$ cat config.mk
export PLATFORM = sky130hd
export DESIGN_NAME = gdsa_fifo
export DESIGN_NICKNAME = d
export VERILOG_FILES = /design/src/hdl/gdsa_pkg.sv /design/src/hdl/gdsa_fifo.sv
export SDC_FILE = /design/constraint.sdc
export NUM_CORES = 1
export LEC_CHECK = 0
export BUFFER_PORTS_ARGS = -buffer_cell sky130_fd_sc_hd__buf_4
export CAP_MARGIN = 25
export CORE_UTILIZATION = 50
export DETAILED_ROUTE_END_ITERATION = 12
export GPL_TIMING_DRIVEN = 0
export PLACE_DENSITY = 0.77
export SLEW_MARGIN = 20
export SYNTH_ARGS = -nofsm -noshare
export SYNTH_HDL_FRONTEND = slang
export SYNTH_SLANG_ARGS = --single-unit
$ cat constraint.sdc
create_clock -name clk -period 8.84 [get_ports clk]
set_clock_uncertainty 0.2 [all_clocks]
set_input_delay 1.768 -clock clk [delete_from_list [all_inputs] [get_ports clk]]
set_output_delay 1.768 -clock clk [all_outputs]
set_load 0.005 [all_outputs]
$ cat src/hdl/gdsa_pkg.sv
// Shared types, codes and fp32 arithmetic helpers for the GEMV dot engine.
// No dependencies.
package gdsa_pkg;

  localparam int GDSA_QUEUE_DEPTH = 8;

  // number_format codes
  localparam logic [2:0] FMT_FP16      = 3'd0;
  localparam logic [2:0] FMT_FP32      = 3'd1;
  localparam logic [2:0] FMT_FP16_WIDE = 3'd2;
  localparam logic [2:0] FMT_BF16      = 3'd3;
  localparam logic [2:0] FMT_BF16_WIDE = 3'd4;

  // register indexes
  localparam logic [1:0] REG_NUMBER_FORMAT = 2'd0;
  localparam logic [1:0] REG_ALPHA         = 2'd1;
  localparam logic [1:0] REG_BETA          = 2'd2;

  localparam logic [31:0] FP32_QNAN = 32'h7FC0_0000;

  // raw product ahead of rounding: value = mant * 2^(exp - 127 - 46)
  typedef struct packed {
    logic               nan;
    logic               inf;
    logic               sign;
    logic signed [11:0] exp;
    logic [47:0]        mant;
  } mraw_t;

  // one request between front and back
  typedef struct packed {
    logic [31:0] prod;
    logic [31:0] old_y;
    logic        last;
  } gdsa_item_t;

  function automatic logic [2:0] fmt_eff(input logic [2:0] f);
    return (f > FMT_BF16_WIDE) ? FMT_BF16_WIDE : f;
  endfunction

  function automatic logic [31:0] half_to_single(input logic [15:0] h);
    logic [4:0]  ex;
    logic [9:0]  man;
    logic [3:0]  k;
    logic        hit;
    logic [9:0]  mn;
    logic [31:0] res;
    ex  = h[14:10];
    man = h[9:0];
    k   = 4'd0;
    hit = 1'b0;
    mn  = man;
    if (ex == 5'h1F) begin
      res = {h[15], 8'hFF, man, 13'b0};
    end else if (ex == 5'h00) begin
      if (man == 10'd0) begin
        res = {h[15], 31'b0};
      end else begin
        for (int i = 9; i >= 0; i--) begin
          if (!hit && man[i]) begin
            k   = 4'(10 - i);
            hit = 1'b1;
          end
        end
        mn  = man << k;
        res = {h[15], 8'(8'd113 - {4'b0, k}), mn, 13'b0};
      end
    end else begin
      res = {h[15], 8'({3'b0, ex} + 8'd112), man, 13'b0};
    end
    return res;
  endfunction

  function automatic logic [31:0] widen_in(input logic [2:0] f, input logic [31:0] v);
    logic [31:0] res;
    unique case (f) inside
      FMT_FP32:                res = v;
      FMT_FP16, FMT_FP16_WIDE: res = half_to_single(v[15:0]);
      default:                 res = {v[15:0], 16'b0};
    endcase
    return res;
  endfunction

  function automatic logic [31:0] widen_old_y(input logic [2:0] f, input logic [31:0] v);
    logic [31:0] res;
    unique case (f)
      FMT_FP16: res = half_to_single(v[15:0]);
      FMT_BF16: res = {v[15:0], 16'b0};
      default:  res = v;
    endcase
    return res;
  endfunction

  function automatic logic [5:0] lzc48(input logic [47:0] m);
    logic [5:0] n;
    logic       hit;
    n   = 6'd48;
    hit = 1'b0;
    for (int i = 47; i >= 0; i--) begin
      if (!hit && m[i]) begin
        n   = 6'(47 - i);
        hit = 1'b1;
      end
    end
    return n;
  endfunction

  // Normalise, round to nearest even and pack; value = m * 2^(e - 127 - 46).
  function automatic logic [31:0] round_pack(input logic sign, input logic signed [11:0] e,
                                             input logic [47:0] m, input logic sticky);
    logic [5:0]         lz;
    logic signed [11:0] be;
    logic [11:0]        sh;
    logic [47:0]        mn;
    logic [47:0]        s;
    logic [47:0]        mask;
    logic               st;
    logic               inc;
    logic [7:0]         expf;
    logic [30:0]        body;
    logic [31:0]        res;
    lz   = lzc48(m);
    be   = e + 12'sd1 - $signed({6'b0, lz});
    mn   = m << lz;
    s    = mn;
    st   = sticky;
    expf = be[7:0];
    sh   = 12'(12'sd1 - be);
    mask = 48'd0;
    if (m == 48'd0) begin
      res = {sign, 31'b0};
    end else if (be >= 12'sd255) begin
      res = {sign, 8'hFF, 23'b0};
    end else begin
      if (be <= 12'sd0) begin
        expf = 8'd0;
        if (sh >= 12'd48) begin
          s  = 48'd0;
          st = st | (|mn);
        end else begin
          mask = (48'd1 << sh) - 48'd1;
          s    = mn >> sh;
          st   = st | (|(mn & mask));
        end
      end
      st   = st | (|s[22:0]);
      inc  = s[23] & (st | s[24]);
      body = {expf, s[46:24]} + 31'(inc);
      res  = {sign, body};
    end
    return res;
  endfunction

  function automatic mraw_t mul_raw(input logic [31:0] a, input logic [31:0] b);
    mraw_t      r;
    logic       a_nan, b_nan, a_inf, b_inf, a_zero, b_zero;
    logic [7:0] ea, eb;
    a_nan  = (a[30:23] == 8'hFF) && (a[22:0] != 23'd0);
    b_nan  = (b[30:23] == 8'hFF) && (b[22:0] != 23'd0);
    a_inf  = (a[30:23] == 8'hFF) && (a[22:0] == 23'd0);
    b_inf  = (b[30:23] == 8'hFF) && (b[22:0] == 23'd0);
    a_zero = (a[30:0] == 31'd0);
    b_zero = (b[30:0] == 31'd0);
    ea     = (a[30:23] == 8'd0) ? 8'd1 : a[30:23];
    eb     = (b[30:23] == 8'd0) ? 8'd1 : b[30:23];
    r.nan  = a_nan | b_nan | (a_inf & b_zero) | (b_inf & a_zero);
    r.inf  = a_inf | b_inf;
    r.sign = a[31] ^ b[31];
    r.exp  = $signed({4'b0, ea}) + $signed({4'b0, eb}) - 12'sd127;
    r.mant = {a[30:23] != 8'd0, a[22:0]} * {b[30:23] != 8'd0, b[22:0]};
    return r;
  endfunction

  function automatic logic [31:0] mul_finish(input mraw_t r);
    logic [31:0] res;
    if (r.nan)      res = FP32_QNAN;
    else if (r.inf) res = {r.sign, 8'hFF, 23'b0};
    else            res = round_pack(r.sign, r.exp, r.mant, 1'b0);
    return res;
  endfunction

  function automatic logic [31:0] fadd(input logic [31:0] a, input logic [31:0] b);
    logic        a_nan, b_nan, a_inf, b_inf;
    logic [31:0] x, y;
    logic [7:0]  ex, ey, d;
    logic [47:0] ax, by, bs, mask, m;
    logic        stk, zs;
    logic [31:0] res;
    a_nan = (a[30:23] == 8'hFF) && (a[22:0] != 23'd0);
    b_nan = (b[30:23] == 8'hFF) && (b[22:0] != 23'd0);
    a_inf = (a[30:23] == 8'hFF) && (a[22:0] == 23'd0);
    b_inf = (b[30:23] == 8'hFF) && (b[22:0] == 23'd0);
    if (b[30:0] > a[30:0]) begin
      x = b;
      y = a;
    end else begin
      x = a;
      y = b;
    end
    ex   = (x[30:23] == 8'd0) ? 8'd1 : x[30:23];
    ey   = (y[30:23] == 8'd0) ? 8'd1 : y[30:23];
    d    = ex - ey;
    ax   = {1'b0, x[30:23] != 8'd0, x[22:0], 23'b0};
    by   = {1'b0, y[30:23] != 8'd0, y[22:0], 23'b0};
    mask = 48'd0;
    if (d >= 8'd48) begin
      bs  = 48'd0;
      stk = |by;
    end else begin
      mask = (48'd1 << d) - 48'd1;
      bs   = by >> d;
      stk  = |(by & mask);
    end
    // jam lost bits into the lsb so subtraction still rounds right
    bs = bs | {47'd0, stk};
    m  = (x[31] ^ y[31]) ? (ax - bs) : (ax + bs);
    zs = (m == 48'd0) ? (x[31] & y[31]) : x[31];
    if (a_nan || b_nan || (a_inf && b_inf && (a[31] != b[31]))) res = FP32_QNAN;
    else if (a_inf) res = a;
    else if (b_inf) res = b;
    else            res = round_pack(zs, $signed({4'b0, ex}), m, 1'b0);
    return res;
  endfunction

  function automatic logic [15:0] to_half(input logic [31:0] f);
    logic [15:0]       sgn;
    logic [7:0]        ex;
    logic [22:0]       man;
    logic [23:0]       m, rem, halfp;
    logic [15:0]       h;
    logic [4:0]        s;
    logic signed [9:0] e;
    logic [15:0]       res;
    sgn   = {f[31], 15'b0};
    ex    = f[30:23];
    man   = f[22:0];
    m     = {1'b1, man};
    e     = $signed({2'b0, ex}) - 10'sd127;
    h     = 16'd0;
    rem   = 24'd0;
    halfp = 24'd0;
    s     = 5'd0;
    if (ex == 8'hFF) begin
      res = (man != 23'd0) ? 16'h7E00 : (sgn | 16'h7BFF);
    end else if (ex == 8'd0) begin
      res = sgn;
    end else if (e > 10'sd15) begin
      res = sgn | 16'h7BFF;
    end else if (e >= -10'sd14) begin
      h   = {1'b0, 5'(e + 10'sd15), m[22:13]};
      rem = {11'b0, m[12:0]};
      if (rem > 24'h1000 || (rem == 24'h1000 && h[0])) h = h + 16'd1;
      if (h >= 16'h7C00) h = 16'h7BFF;
      res = sgn | h;
    end else if (e < -10'sd25) begin
      res = sgn;
    end else begin
      s     = 5'(-e - 10'sd1);
      h     = 16'(m >> s);
      rem   = m & ((24'd1 << s) - 24'd1);
      halfp = 24'd1 << (s - 5'd1);
      if (rem > halfp || (rem == halfp && h[0])) h = h + 16'd1;
      res = sgn | h;
    end
    return res;
  endfunction

  function automatic logic [15:0] to_bf16(input logic [31:0] f);
    logic [15:0] h, rem, res;
    h   = {1'b0, f[30:16]};
    rem = f[15:0];
    if (f[30:23] == 8'hFF) begin
      res = (f[22:0] != 23'd0) ? 16'h7FC0 : {f[31], 15'h7F7F};
    end else begin
      if (rem > 16'h8000 || (rem == 16'h8000 && h[0])) h = h + 16'd1;
      if (h >= 16'h7F80) h = 16'h7F7F;
      res = {f[31], 15'b0} | h;
    end
    return res;
  endfunction

endpackage

$ cat src/hdl/gdsa_fifo.sv
// Request queue between the front (products) and the back (accumulation).
// Depends on gdsa_pkg for the request type.
module gdsa_fifo import gdsa_pkg::*; #(
  parameter int DEPTH = GDSA_QUEUE_DEPTH,
  localparam int PW = (DEPTH > 1) ? $clog2(DEPTH) : 1,
  localparam int LW = $clog2(DEPTH + 1)
) (
  input  logic              clk,
  input  logic              rst_n,
  input  logic              push,
  input  gdsa_item_t        wdata,
  input  logic              pop,
  output gdsa_item_t        rdata,
  output logic              empty,
  output logic [LW-1:0]     level
);

  gdsa_item_t          mem_r [DEPTH];
  logic [PW-1:0]       wptr_r, wptr_nxt, rptr_r, rptr_nxt;
  logic [LW-1:0]       level_r, level_nxt;

  always_comb begin
    wptr_nxt  = wptr_r;
    rptr_nxt  = rptr_r;
    level_nxt = level_r;
    if (push) wptr_nxt = (wptr_r == PW'(DEPTH - 1)) ? '0 : wptr_r + PW'(1);
    if (pop)  rptr_nxt = (rptr_r == PW'(DEPTH - 1)) ? '0 : rptr_r + PW'(1);
    if (push && !pop)      level_nxt = level_r + LW'(1);
    else if (pop && !push) level_nxt = level_r - LW'(1);
  end

  always_ff @(posedge clk) begin
    if (!rst_n) begin
      wptr_r  <= '0;
      rptr_r  <= '0;
      level_r <= '0;
    end else begin
      wptr_r  <= wptr_nxt;
      rptr_r  <= rptr_nxt;
      level_r <= level_nxt;
    end
  end

  always_ff @(posedge clk) begin
    if (push) mem_r[wptr_r] <= wdata;
  end

  assign rdata = mem_r[rptr_r];
  assign empty = (level_r == '0);
  assign level = level_r;

endmodule

Yosys cells after proc, flatten, opt, wreduce, memory -nomap -nowiden
Memories as Yosys holds them, arrays and structs flattened. A register that Yosys moved wholly into a read port is not among the register bits.
Cells that the tools add are included.
- register bits after elaboration: 10
- RAM bits: 520
- input bits: 69
- logic and storage cells: 24
- memories: 1
- $add $sub $neg: 4
- equal/unequal tests: 2
- mux-type cells: 8
- reduce and logical (&&, ||, !) cells: 6
- memories (memory ; depth ; bits a word ; read ports ; clocked after Yosys merged registers in ; write ports ; RTL line ; source):
    mem_r ; 8 ; 65 ; 1 ; 1 ; 1 ; gdsa_fifo.sv:18 ; gdsa_item_t mem_r [DEPTH];
- operators with widths (cell ; count):
    3-bit 2-to-1 mux ; 4
    4-bit 2-to-1 mux ; 2
    3-bit by 1-bit adder with 3-bit output, second input constant ; 2
    3-bit equality test, second input constant ; 2
    4-bit by 1-bit adder with 4-bit output, second input constant ; 1
    4-bit zero test ; 1
    4-bit by 1-bit subtractor with 4-bit output, second input constant ; 1
    1-bit logical AND ; 2
    1-bit zero test ; 2
    1-bit 2-to-1 mux ; 2
    2-bit nonzero test ; 1

Logic depth before layout (Yosys ltp)
- word-level depth: 4
- gate-level depth with buffers: 8

Worst setup path before layout
No wires, ideal clock.
- path kind: input -> register
- start: input push
- end: memory mem_r[0][0] (netlist name) (enable)
- arrival time: 6.291 ns
- slack: 1.781 ns
- stages: 2
- cells stage by stage: nand2b_1 -> nor3_1
- longest elaborated chain between the ends: 2
- RTL lines (item ; RTL line ; source):
    start, declared ; gdsa_fifo.sv:10 ; input logic push,
    1-bit 2-to-1 mux ; gdsa_fifo.sv:45 ; if (push) mem_r[wptr_r] <= wdata;
    1-bit 2-to-1 mux (implied by the code) ; gdsa_fifo.sv:45 ;
    end, declared ; gdsa_fifo.sv:18 ;
Every way passes these cells.

==> impl_metrics.ini <==
[pwr]
swShare_pct = 20.4
sequentialPowerShare_pct = 53.7
switching_power_mw = 1.08
p_leak_nw = 7.80
ir_drop_mv = 0.164
clockPowerShare_pct = 38.6
power_density_nw_per_um2 = 220
comb_power_share_pct = 7.7
p_int_mw = 4.22
total_power_mw = 5.30

[outcome]
status = finished, final reports clean

[timing]
period_minus_slack_ns = 4.82
worst_slew_pin_slew_ns = 0.920
finalCritPeriodShare_pct = 54.5
setup_slack_ns = 4.02
slew_viol_final = 0
finalSetupViolations = 0
relSlewSlack_pct = 38.7
hold_viol = 0
grt_setup_unrepaired = false
fmax_mhz = 208

[placed_design]
detailedPlace.worstSlack_ns = 4.57
port_buffers = 138
dpl.hpwl_mm = 25.8
finalWeightedCongestion = 0.675

[routing]
drt-total-wl_mm = 39.7
dr.pass1.iters = 5
drc = 0
topRoutingLayerUsed = met5
met2_length_mm = 19.3
met3_length_mm = 2.58
vias = 9288
ant_nets = 0
met1_length_mm = 16.9
post_drt_wl_per_cell_um = 24.5
drt-initial-drc-count = 777
via_per_inst = 5.73

[grt]
grt_pass1_wl_mm = 59.3
grt_pass1_vias = 9769
grt_start_max_net_pins = 20
grt_usage_pct = 19.7
grt_overflow = 0
antenna_found_initial = 3

[cells_and_area]
drive_gt1_share_pct = 42.0
fillers = 2693
nets = 1131
syn2layout_area_growth_pct = 19.8

[floorplanning]
initial_utilization_pct = 50.7
core_area_um2 = 39700
die_w_um = 203
row_count = 73
die_area_um2 = 41100
pin_count = 139
die_y_um = 203

[clock_tree]
cts_sinks = 533
clockBufferDepth = 3
postCtsHoldBufs = 0
cts_made_buffers = 52
clk_pin_slew_ns = 0.06
cts_tree = built
clock_latency_ns = 0.58
htreeDepth = 2
post_cts_resized = 0
post_cts_buffers = 0
clockRootBuffer = clkbuf_16

[setup_path]
critPathKind = flip-flop to output port
cp.required_ns = 6.87
cp-end-kind = output port
reg2reg_from = wptr_r[0]
path_max_fanout = 10
critPathLaunchType = flip-flop
cp.arrival_ns = 2.85

[yosys]
ys_types = 26
synthCells = 824
syn_avg_cell_area_um2 = 24.5
synth_most_common_cell = edfxtp_1
yosysTopAreaCell = edfxtp_1
synth-seq-area-share_pct = 78.8
async_flop_share_pct = 0
synth_ff_type = edfxtp_1
synth-edff-count = 520
ys_warn_count = 0
syn_nets = 901
synth_top_area_share_pct = 77.5
yosys-top-cells-area = edfxtp_1, mux4_2, mux2_2, dfxtp_1, buf_6
yosys-top-cells-count = edfxtp_1, mux4_2, mux2_2, clkbuf_1, dfxtp_1
ys_seq_elements = 533
netlist_area_um2 = 20200

[run]
max-cap-violations = 0

[min_path]
hp-class = flip-flop to flip-flop
hp-start = level[3]
final cells by class:
cell class	count	area [um2]	area share, %
antenna	2	5.00	0.0207
buffer	38	230	0.954
clock buffer	82	1520	6.28
clock inverter	12	58.8	0.244
inverter	3	11.3	0.0467
multi-input combinational	250	4090	16.9
sequential	533	15900	65.8
tap	525	657	2.72
timing repair buffer	176	1690	7.01
kinds of logic (layout without fill, tap and decap cells):
| family | count (synthesis) | in the layout | synth area share (%) |
|---|---|---|---|
| AO/OA/AOI/OAI | 8 | 8 | 0.224 |
| XOR/XNOR | 2 | 2 | 0.0869 |
| adder cells (fa/ha/maj) | 8 | 8 | 0.534 |
| buffers and inverters | 41 | 311 | 1.20 |
| flip-flops | 533 | 533 | 78.8 |
| multiplexers | 199 | 199 | 18.4 |
| other | 0 | 2 | 0 |
| AND/OR/NAND/NOR | 33 | 33 | 0.813 |
metal layers:
layer,global-route usage [%],vias up
met5,0,-
met4,6.44,2
met3,3.84,65
met2,31.0,292
met1,28.1,4949
li1,-,3980
layout by cell type (no fill, tap or decap), drive strengths merged, types with 4 or more instances in the layout:
cell type,netlist,routed
and2,4,4
buf,20,196
clkbuf,18,100
clkinv,0,10
dfxtp,13,13
edfxtp,520,520
ha,7,7
inv,3,5
mux2,65,65
mux2i,4,4
mux4,130,130
nand2,7,7
nand2b,4,4
nor2,8,8
nor2b,5,5
power groups by stage:
stage / sequential (mW) / combinational, mW / clock (mW)
after floorplan: 2.90 / 0.214 / 0
after global placement: 2.91 / 0.385 / 0
after detailed placement: 2.90 / 0.413 / 0
after CTS: 2.85 / 0.416 / 2.08
after global routing: 2.85 / 0.439 / 2.18
final: 2.85 / 0.407 / 2.04
through the flow:
step | util [%] | instance area, um2 | hold slack, ns | instances | setup TNS [ns]
final | 60.7 | 24100 | 0.304 | 1621 | 0
after global routing | 60.7 | 24100 | 0.352 | 1620 | 0
after CTS | 60.7 | 24100 | 0.302 | 1619 | 0
after detailed placement | 56.8 | 22600 | 0.284 | 1525 | 0
after global placement | 55.0 | 21800 | 0.276 | 1487 | -347.30
after floorplan | - | 20200 | 0.274 | 824 | 0
flip-flops by register name (all words and copies together) (netlist names), named ones only:
signal	flops
rptr_r	3
mem_r	520
wptr_r	3
level	4
worst paths after layout:
check,cells after the start,end,slack [ns]
setup / recovery,4,rdata[18],4.02
hold / removal,2,level[3],0.30
setup reg to reg,5,mem_r[0][40],6.33
hold reg to reg,2,level[3],0.30
worst max-delay path, stage by stage (launching register included):
cell	delay, ns
dfxtp_1	0.34
clkbuf_1	0.70
clkbuf_1	0.63
mux2_2	0.46
buf_4	0.15
Note: power is estimated with default switching activity, not from simulation.
