<file path="src/hdl/gdsa_pkg.sv">
// Shared types, codes and fp32 arithmetic helpers for the GEMV dot engine.
// No dependencies.
package gdsa_pkg;

  localparam int GDSA_QUEUE_DEPTH = 8;

  // number_format codes
  localparam logic [2:0] FMT_FP16      = 3'd0;
  localparam logic [2:0] FMT_FP32      = 3'd1;
  localparam logic [2:0] FMT_FP16_WIDE = 3'd2;
  localparam logic [2:0] FMT_BF16      = 3'd3;
  localparam logic [2:0] FMT_BF16_WIDE = 3'd4;

  // register indexes
  localparam logic [1:0] REG_NUMBER_FORMAT = 2'd0;
  localparam logic [1:0] REG_ALPHA         = 2'd1;
  localparam logic [1:0] REG_BETA          = 2'd2;

  localparam logic [31:0] FP32_QNAN = 32'h7FC0_0000;

  // raw product ahead of rounding: value = mant * 2^(exp - 127 - 46)
  typedef struct packed {
    logic               nan;
    logic               inf;
    logic               sign;
    logic signed [11:0] exp;
    logic [47:0]        mant;
  } mraw_t;

  // one request between front and back
  typedef struct packed {
    logic [31:0] prod;
    logic [31:0] old_y;
    logic        last;
  } gdsa_item_t;

  function automatic logic [2:0] fmt_eff(input logic [2:0] f);
    return (f > FMT_BF16_WIDE) ? FMT_BF16_WIDE : f;
  endfunction

  function automatic logic [31:0] half_to_single(input logic [15:0] h);
    logic [4:0]  ex;
    logic [9:0]  man;
    logic [3:0]  k;
    logic        hit;
    logic [9:0]  mn;
    logic [31:0] res;
    ex  = h[14:10];
    man = h[9:0];
    k   = 4'd0;
    hit = 1'b0;
    mn  = man;
    if (ex == 5'h1F) begin
      res = {h[15], 8'hFF, man, 13'b0};
    end else if (ex == 5'h00) begin
      if (man == 10'd0) begin
        res = {h[15], 31'b0};
      end else begin
        for (int i = 9; i >= 0; i--) begin
          if (!hit && man[i]) begin
            k   = 4'(10 - i);
            hit = 1'b1;
          end
        end
        mn  = man << k;
        res = {h[15], 8'(8'd113 - {4'b0, k}), mn, 13'b0};
      end
    end else begin
      res = {h[15], 8'({3'b0, ex} + 8'd112), man, 13'b0};
    end
    return res;
  endfunction

  function automatic logic [31:0] widen_in(input logic [2:0] f, input logic [31:0] v);
    logic [31:0] res;
    unique case (f) inside
      FMT_FP32:                res = v;
      FMT_FP16, FMT_FP16_WIDE: res = half_to_single(v[15:0]);
      default:                 res = {v[15:0], 16'b0};
    endcase
    return res;
  endfunction

  function automatic logic [31:0] widen_old_y(input logic [2:0] f, input logic [31:0] v);
    logic [31:0] res;
    unique case (f)
      FMT_FP16: res = half_to_single(v[15:0]);
      FMT_BF16: res = {v[15:0], 16'b0};
      default:  res = v;
    endcase
    return res;
  endfunction

  function automatic logic [5:0] lzc48(input logic [47:0] m);
    logic [5:0] n;
    logic       hit;
    n   = 6'd48;
    hit = 1'b0;
    for (int i = 47; i >= 0; i--) begin
      if (!hit && m[i]) begin
        n   = 6'(47 - i);
        hit = 1'b1;
      end
    end
    return n;
  endfunction

  // Normalise, round to nearest even and pack; value = m * 2^(e - 127 - 46).
  function automatic logic [31:0] round_pack(input logic sign, input logic signed [11:0] e,
                                             input logic [47:0] m, input logic sticky);
    logic [5:0]         lz;
    logic signed [11:0] be;
    logic [11:0]        sh;
    logic [47:0]        mn;
    logic [47:0]        s;
    logic [47:0]        mask;
    logic               st;
    logic               inc;
    logic [7:0]         expf;
    logic [30:0]        body;
    logic [31:0]        res;
    lz   = lzc48(m);
    be   = e + 12'sd1 - $signed({6'b0, lz});
    mn   = m << lz;
    s    = mn;
    st   = sticky;
    expf = be[7:0];
    sh   = 12'(12'sd1 - be);
    mask = 48'd0;
    if (m == 48'd0) begin
      res = {sign, 31'b0};
    end else if (be >= 12'sd255) begin
      res = {sign, 8'hFF, 23'b0};
    end else begin
      if (be <= 12'sd0) begin
        expf = 8'd0;
        if (sh >= 12'd48) begin
          s  = 48'd0;
          st = st | (|mn);
        end else begin
          mask = (48'd1 << sh) - 48'd1;
          s    = mn >> sh;
          st   = st | (|(mn & mask));
        end
      end
      st   = st | (|s[22:0]);
      inc  = s[23] & (st | s[24]);
      body = {expf, s[46:24]} + 31'(inc);
      res  = {sign, body};
    end
    return res;
  endfunction

  function automatic mraw_t mul_raw(input logic [31:0] a, input logic [31:0] b);
    mraw_t      r;
    logic       a_nan, b_nan, a_inf, b_inf, a_zero, b_zero;
    logic [7:0] ea, eb;
    a_nan  = (a[30:23] == 8'hFF) && (a[22:0] != 23'd0);
    b_nan  = (b[30:23] == 8'hFF) && (b[22:0] != 23'd0);
    a_inf  = (a[30:23] == 8'hFF) && (a[22:0] == 23'd0);
    b_inf  = (b[30:23] == 8'hFF) && (b[22:0] == 23'd0);
    a_zero = (a[30:0] == 31'd0);
    b_zero = (b[30:0] == 31'd0);
    ea     = (a[30:23] == 8'd0) ? 8'd1 : a[30:23];
    eb     = (b[30:23] == 8'd0) ? 8'd1 : b[30:23];
    r.nan  = a_nan | b_nan | (a_inf & b_zero) | (b_inf & a_zero);
    r.inf  = a_inf | b_inf;
    r.sign = a[31] ^ b[31];
    r.exp  = $signed({4'b0, ea}) + $signed({4'b0, eb}) - 12'sd127;
    r.mant = {a[30:23] != 8'd0, a[22:0]} * {b[30:23] != 8'd0, b[22:0]};
    return r;
  endfunction

  function automatic logic [31:0] mul_finish(input mraw_t r);
    logic [31:0] res;
    if (r.nan)      res = FP32_QNAN;
    else if (r.inf) res = {r.sign, 8'hFF, 23'b0};
    else            res = round_pack(r.sign, r.exp, r.mant, 1'b0);
    return res;
  endfunction

  function automatic logic [31:0] fadd(input logic [31:0] a, input logic [31:0] b);
    logic        a_nan, b_nan, a_inf, b_inf;
    logic [31:0] x, y;
    logic [7:0]  ex, ey, d;
    logic [47:0] ax, by, bs, mask, m;
    logic        stk, zs;
    logic [31:0] res;
    a_nan = (a[30:23] == 8'hFF) && (a[22:0] != 23'd0);
    b_nan = (b[30:23] == 8'hFF) && (b[22:0] != 23'd0);
    a_inf = (a[30:23] == 8'hFF) && (a[22:0] == 23'd0);
    b_inf = (b[30:23] == 8'hFF) && (b[22:0] == 23'd0);
    if (b[30:0] > a[30:0]) begin
      x = b;
      y = a;
    end else begin
      x = a;
      y = b;
    end
    ex   = (x[30:23] == 8'd0) ? 8'd1 : x[30:23];
    ey   = (y[30:23] == 8'd0) ? 8'd1 : y[30:23];
    d    = ex - ey;
    ax   = {1'b0, x[30:23] != 8'd0, x[22:0], 23'b0};
    by   = {1'b0, y[30:23] != 8'd0, y[22:0], 23'b0};
    mask = 48'd0;
    if (d >= 8'd48) begin
      bs  = 48'd0;
      stk = |by;
    end else begin
      mask = (48'd1 << d) - 48'd1;
      bs   = by >> d;
      stk  = |(by & mask);
    end
    // jam lost bits into the lsb so subtraction still rounds right
    bs = bs | {47'd0, stk};
    m  = (x[31] ^ y[31]) ? (ax - bs) : (ax + bs);
    zs = (m == 48'd0) ? (x[31] & y[31]) : x[31];
    if (a_nan || b_nan || (a_inf && b_inf && (a[31] != b[31]))) res = FP32_QNAN;
    else if (a_inf) res = a;
    else if (b_inf) res = b;
    else            res = round_pack(zs, $signed({4'b0, ex}), m, 1'b0);
    return res;
  endfunction

  function automatic logic [15:0] to_half(input logic [31:0] f);
    logic [15:0]       sgn;
    logic [7:0]        ex;
    logic [22:0]       man;
    logic [23:0]       m, rem, halfp;
    logic [15:0]       h;
    logic [4:0]        s;
    logic signed [9:0] e;
    logic [15:0]       res;
    sgn   = {f[31], 15'b0};
    ex    = f[30:23];
    man   = f[22:0];
    m     = {1'b1, man};
    e     = $signed({2'b0, ex}) - 10'sd127;
    h     = 16'd0;
    rem   = 24'd0;
    halfp = 24'd0;
    s     = 5'd0;
    if (ex == 8'hFF) begin
      res = (man != 23'd0) ? 16'h7E00 : (sgn | 16'h7BFF);
    end else if (ex == 8'd0) begin
      res = sgn;
    end else if (e > 10'sd15) begin
      res = sgn | 16'h7BFF;
    end else if (e >= -10'sd14) begin
      h   = {1'b0, 5'(e + 10'sd15), m[22:13]};
      rem = {11'b0, m[12:0]};
      if (rem > 24'h1000 || (rem == 24'h1000 && h[0])) h = h + 16'd1;
      if (h >= 16'h7C00) h = 16'h7BFF;
      res = sgn | h;
    end else if (e < -10'sd25) begin
      res = sgn;
    end else begin
      s     = 5'(-e - 10'sd1);
      h     = 16'(m >> s);
      rem   = m & ((24'd1 << s) - 24'd1);
      halfp = 24'd1 << (s - 5'd1);
      if (rem > halfp || (rem == halfp && h[0])) h = h + 16'd1;
      res = sgn | h;
    end
    return res;
  endfunction

  function automatic logic [15:0] to_bf16(input logic [31:0] f);
    logic [15:0] h, rem, res;
    h   = {1'b0, f[30:16]};
    rem = f[15:0];
    if (f[30:23] == 8'hFF) begin
      res = (f[22:0] != 23'd0) ? 16'h7FC0 : {f[31], 15'h7F7F};
    end else begin
      if (rem > 16'h8000 || (rem == 16'h8000 && h[0])) h = h + 16'd1;
      if (h >= 16'h7F80) h = 16'h7F7F;
      res = {f[31], 15'b0} | h;
    end
    return res;
  endfunction

endpackage

</file>
<file path="src/hdl/gdsa_front.sv">
// Front end: accepts elements, widens them to fp32 and forms the rounded product.
// Depends on gdsa_pkg; feeds gdsa_fifo.
module gdsa_front import gdsa_pkg::*; #(
  parameter int DEPTH = GDSA_QUEUE_DEPTH,
  localparam int LW = $clog2(DEPTH + 1)
) (
  input  logic          clk,
  input  logic          rst_n,
  input  logic [2:0]    fmt,
  input  logic          in_valid,
  output logic          in_stall,
  input  logic [31:0]   in_matrix_bits,
  input  logic [31:0]   in_vector_bits,
  input  logic [31:0]   in_old_y_bits,
  input  logic          in_end_of_dot,
  input  logic [LW-1:0] level,
  output logic          push,
  output gdsa_item_t    push_item
);

  logic        a_v_r, m_v_r;
  logic [31:0] a_mat_r, a_vec_r, a_oy_r, m_oy_r;
  logic        a_last_r, m_last_r;
  mraw_t       m_raw_r;
  logic [2:0]  fe;
  logic        accept;
  logic [LW:0] booked;

  assign fe = fmt_eff(fmt);

  // every accepted request already owns a queue slot
  assign booked   = {1'b0, level} + (LW+1)'(a_v_r) + (LW+1)'(m_v_r);
  assign in_stall = (booked >= (LW+1)'(DEPTH));
  assign accept   = in_valid && !in_stall;

  always_ff @(posedge clk) begin
    if (!rst_n) begin
      a_v_r <= 1'b0;
      m_v_r <= 1'b0;
    end else begin
      a_v_r <= accept;
      m_v_r <= a_v_r;
    end
  end

  always_ff @(posedge clk) begin
    if (accept) begin
      a_mat_r  <= widen_in(fe, in_matrix_bits);
      a_vec_r  <= widen_in(fe, in_vector_bits);
      a_oy_r   <= widen_old_y(fe, in_old_y_bits);
      a_last_r <= in_end_of_dot;
    end
    m_raw_r  <= mul_raw(a_mat_r, a_vec_r);
    m_oy_r   <= a_oy_r;
    m_last_r <= a_last_r;
  end

  assign push           = m_v_r;
  assign push_item.prod  = mul_finish(m_raw_r);
  assign push_item.old_y = m_oy_r;
  assign push_item.last  = m_last_r;

endmodule

</file>
<file path="config.mk">
export PLATFORM = sky130hd
export DESIGN_NAME = gdsa_front
export DESIGN_NICKNAME = d
export VERILOG_FILES = /design/src/hdl/gdsa_pkg.sv /design/src/hdl/gdsa_front.sv
export SDC_FILE = /design/constraint.sdc
export NUM_CORES = 2
export LEC_CHECK = 0
export ABC_AREA = 1
export BUFFER_PORTS_ARGS = -buffer_cell sky130_fd_sc_hd__buf_2
export CAP_MARGIN = 30
export CORE_ASPECT_RATIO = 1.1
export CORE_MARGIN = 3
export CORE_UTILIZATION = 47
export DETAILED_ROUTE_END_ITERATION = 12
export PLACE_DENSITY = 0.74
export SLEW_MARGIN = 20
export SYNTH_ARGS = -nofsm -noshare
export SYNTH_HDL_FRONTEND = slang
export SYNTH_SLANG_ARGS = --single-unit
</file>
<file path="constraint.sdc">
create_clock -name clk -period 18.35 [get_ports clk]
set_input_delay 3.67 -clock clk [delete_from_list [all_inputs] [get_ports clk]]
set_output_delay 3.67 -clock clk [all_outputs]
set_load 0.005 [all_outputs]
</file>
-- After elaboration in Yosys (flattened, before gate mapping)
Index checks and enable logic that the tools add are counted.
- register bits: 193
- latch bits: 0
- memory bits (writable): 0
- memory bits (read-only): 0
- output and inout port bits: 67
- memories: 0
- $add $sub $neg: 15
- multipliers: 1
- div/mod/pow operators: 0
- magnitude comparators: 5
- eq/ne operators: 8
- shift-type cells: 6
- multiplexer cells: 434
- bitwise gates (word level): 11
- reduce and logical (&&, ||, !) cells: 176
- operators with widths (kind ; number):
    two-way mux 31 bit ; 12
    two-way mux 1 bit ; 312
    two-way mux 6 bit ; 50
    two-way mux 47 bit ; 6
    case mux 32 bit (2 select lines) ; 3
    two-way mux 4 bit ; 42
    OR reduction 48 bit ; 2
    logical AND 1 bit ; 79
    zero test 1 bit ; 75
    zero test 31 bit ; 2
    two-way mux 8 bit ; 7
    bitwise AND 48 bit ; 1
    zero test 48 bit ; 1
    multiplier 24 x 24 -> 48 bit ; 1
    << shifter 1 x 12 -> 48 bit, first input constant ; 1
    << shifter 48 x 6 -> 48 bit ; 1
    right shift 48 x 12 -> 47 bit ; 1
    subtractor 48 x 1 -> 48 bit, second input constant ; 1
    zero test 23 bit ; 2
    nonzero test 23 bit ; 2
    two-way mux 32 bit ; 1
    adder 31 x 1 -> 31 bit ; 1
    zero test 10 bit ; 3
    << shifter 10 x 4 -> 10 bit ; 3
    other kinds (28) ; 47

-- Logic depth before layout (Yosys ltp)
- depth after elaboration: 258
- mapped depth: 60
- mapped depth without buffers: 57

-- Worst setup path before layout
OpenSTA, ideal clock, no wires.
- path type: reg2out
- from: register m_raw_r[45] (netlist name)
- to: output port push_item[33] (netlist name)
- data arrival time: 6.738 ns
- required time: 14.680 ns
- setup slack: 7.942 ns
- stages on the path, launching flop included: 55
- path buffers: 6
- cell sequence: dfxtp_1 nor2_4 nand2_4 nor2_8 nand4_4 nor2_4 buf_6 nand4_4 clkinv_2 o211ai_1 nand4_4 buf_2 ha_1 inv_1 ha_1 buf_2 clkinv_1 buf_2 (+19 left out) nand2_1 nor2_2 nand2_1 nor2_1 nand2_1 nand2_1 nand3_1 nand2_1 nor2_1 nand2_1 nor2_1 nand2_1 nor2_1 nand2_1 nand2_1 nand3_1 nand2_1 a21oi_1
- RTL lines (what ; line ; source):
    start, declared ; gdsa_front.sv:24 ; mraw_t m_raw_r;
    start signal, assigned ; gdsa_front.sv:53 ; m_raw_r <= mul_raw(a_mat_r, a_vec_r);
    end, declared ; gdsa_front.sv:18 ; output gdsa_item_t push_item

==> summary.md <==
| Metric | Value |
|---|---|
| Outcome | `finished, final reports clean` |
| R2r startpoint | `a_vec_r[30]$_DFFE_PP_` |
| Post-DP Area | `0.0400 mm²` |
| Routed Antenna Nets | `0` |
| Area delta synth->final | `5.68%` |
| Post-CTS sizing | `0` |
| Netlist cell types | `70` |
| Setup ws final | `4.74 ns` |
| Commonest non-fill, non-tap cell in the layout | `nand2_1` |
| Most frequent cells in the layout | `nand2_1, inv_1, nand3_1` |
| Core Region | `0.0807 mm²` |
| Fin crit share | `74.2%` |
| Total grt overflow | `0` |
| Final wirelength | `128000 µm` |
| Final setup violation count | `0` |
| Initial DRC count | `3908` |
| Hpwl dp | `98600 µm` |
| Vias | `38400` |
| CP Data Arrival Time | `9.94 ns` |
| CTS tree | `done` |
| Least-Margin Pin Slew | `0.964 ns` |
| Final-layout fill cell count | `8031` |
| Dominant synthesized flop cell | `edfxtp_1` |
| Residual DRC count | `0` |
| Hold path start | `a_oy_r[10]$_DFFE_PP_` |
| Post-CTS setup buffers | `0` |
| Die Span X | `279 µm` |
| Clk root buf | `clkbuf_16` |
| Reg-to-reg slack, setup | `9.75 ns` |
| Most Frequent Cell on Critical Path | `nand2_1` |
| FP Rows | `109` |
| I/O Buffers | `173` |
| Final instance area | `0.0407 mm²` |
| Placer Congestion | `1.02` |
| Clock skew | `0.0192 ns` |
| Slew Limit Headroom | `35.2%` |
| Initial Util | `47.7%` |
| Fmax | `0.0735 GHz` |
| Syn_nets | `6492` |
| RSZ-0062 raised after global routing | `no` |
| Die height | `306 µm` |
| Vias in the first global route | `38300` |
| CP Class | `reg -> out` |
| Number of max-cap violations | `0` |
| EDFF count, synth | `97` |
| Yosys reg bits | `193` |
| Nets | `6453` |
| Min-Delay Path Class | `reg -> reg` |
| Post-Syn Instances | `5688` |
| Clk slew on worst S/H paths | `0.08 ns` |
| Total Routing Usage GR | `29.9%` |
| Placed cells | `6681` |
| Share of cells above drive strength 1 | `7.06%` |
| Global-route wire length before repair | `204000 µm` |
| DRT Pass-1 Iters | `9` |
| Crit end category | `output pin` |
| CTS Sinks | `193` |
| H-tree depth | `4` |
| Startpoint Class | `flip-flop` |
| Sum Neg Setup Slack | `0 ns` |
| Clk_lat worst skew | `0.49 ns` |
| Syn. warnings | `0` |
| Crit path launch | `m_raw_r[24]$_DFF_P_` |
| Worst Path Required | `14.68 ns` |
| Async S/R FF share, synth | `0%` |
| Largest net degree at the start of global routing | `69` |
| Initial antenna violation count | `2` |
| Non-filler cells, final | `6718` |
| DR WL/cell | `19.0 µm` |
| CTS buffer count | `17` |
| Synthesized cell area | `0.0385 mm²` |
| Slowest cell on crit path | `buf_4` |
| DIE AREA | `0.0854 mm²` |
| Worst slack, placed | `5.29 ns` |
| Final Hold Fails | `0` |
| CP max stage delay | `0.58 ns` |
| Syn_area_per_cell | `6.77 µm²` |
| Post-route minimum period | `13.61 ns` |
| # hold bufs at CTS | `0` |
| Critical path fanouts, max | `60` |
| Post-synthesis sequential area ratio | `12.6%` |
| IO Count | `174` |
| Worst-case clock buffer depth | `2` |
| Vias per std cell | `5.71` |
| Pins Over Slew Limit | `0` |
-- path summary, 6_finish.rpt --
kind | to | cells after the start
max | push_item[33] | 44
min | m_oy_r[10]$_DFF_P_ | 0
max reg2reg | m_raw_r[46]$_DFF_P_ | 34
min reg2reg | m_oy_r[10]$_DFF_P_ | 0
-- worst max-delay path: cells and delay by family (launching register included) --
kind | cells | cell delay [ns]
buffers and inverters | 9 | 3.27
DFF | 1 | 0.37
adders and majority gates | 4 | 1.00
and+or+nand+nor | 30 | 4.62
AOI/OAI and AO/OA | 1 | 0.08
-- registers in the layout, summed over array words and instances, names as in the netlist --
name,flops
a_last_r,1
a_mat_r,32
a_oy_r,32
a_v_r,1
a_vec_r,32
m_last_r,1
m_oy_r,32
m_raw_r,61
push,1
-- synthesized netlist by cell type (all sizes together), types with 10 or more instances --
cell type | number | share of area (%)
nand3 | 691 | 9.2
nand3b | 14 | 0.27
edfxtp | 97 | 7.6
nor3 | 42 | 0.57
o21ai | 182 | 2.5
o211ai | 38 | 0.79
clkbuf | 210 | 2.0
xnor2 | 20 | 0.45
a22oi | 12 | 0.23
o221ai | 17 | 0.40
nor2 | 392 | 4.0
xor2 | 50 | 1.1
a31oi | 10 | 0.20
a21oi | 102 | 1.3
nor4 | 27 | 0.47
fa | 485 | 25
ha | 212 | 6.9
buf | 103 | 1.5
nand4 | 158 | 2.7
o22ai | 17 | 0.29
nand2 | 1643 | 16
inv | 999 | 9.7
o21bai | 12 | 0.23
dfxtp | 96 | 5.0
-- area by class of cell --
| cell class | count | area [µm²] | area share, % |
|---|---|---|---|
| Multi-Input combinational cell | 4177 | 28600 | 70.2 |
| Sequential cell | 193 | 4830 | 11.9 |
| Inverter | 1005 | 3780 | 9.28 |
| Timing Repair Buffer | 255 | 1510 | 3.71 |
| Tap cell | 1054 | 1320 | 3.24 |
| Clock buffer | 17 | 425 | 1.05 |
| Clock inverter | 15 | 250 | 0.615 |
| Antenna cell | 2 | 5.00 | 0.0123 |
-- metal layers --
| layer | GRT usage [%] | vias up | wire [µm] |
|---|---|---|---|
| met1 | 37.3 | 18200 | 49600 |
| met2 | 50.7 | 1938 | 60600 |
| met5 | 0 | - | 12 |
| li1 | - | 17800 | - |
| met4 | 14.6 | 2 | 7010 |
| met3 | 4.48 | 431 | 10500 |
-- logic make-up (layout without fill, tap and decap cells) --
logic type | Yosys count | after routing | share of synthesized area [%]
adders and majority gates | 697 | 697 | 32.1
muxes | 2 | 2 | 0.0552
DFF | 193 | 193 | 12.6
xor gates and xnor gates | 70 | 70 | 1.59
buffers and inverters | 1318 | 1292 | 13.4
other | 0 | 2 | 0
and+or+nand+nor | 2991 | 2991 | 33.8
AOI/OAI and AO/OA | 417 | 417 | 6.54
-- through the flow --
stage / hold WS, ns / util [%]
floorplan: 0.323 / -
global placement: 0.325 / 49.5
detailed placement: 0.327 / 49.5
CTS: 0.345 / 50.4
global route: 0.345 / 50.4
finish: 0.346 / 50.4
Power is not shown: default switching activity piles up to over one toggle a cycle in this logic, so the estimate is an artifact.
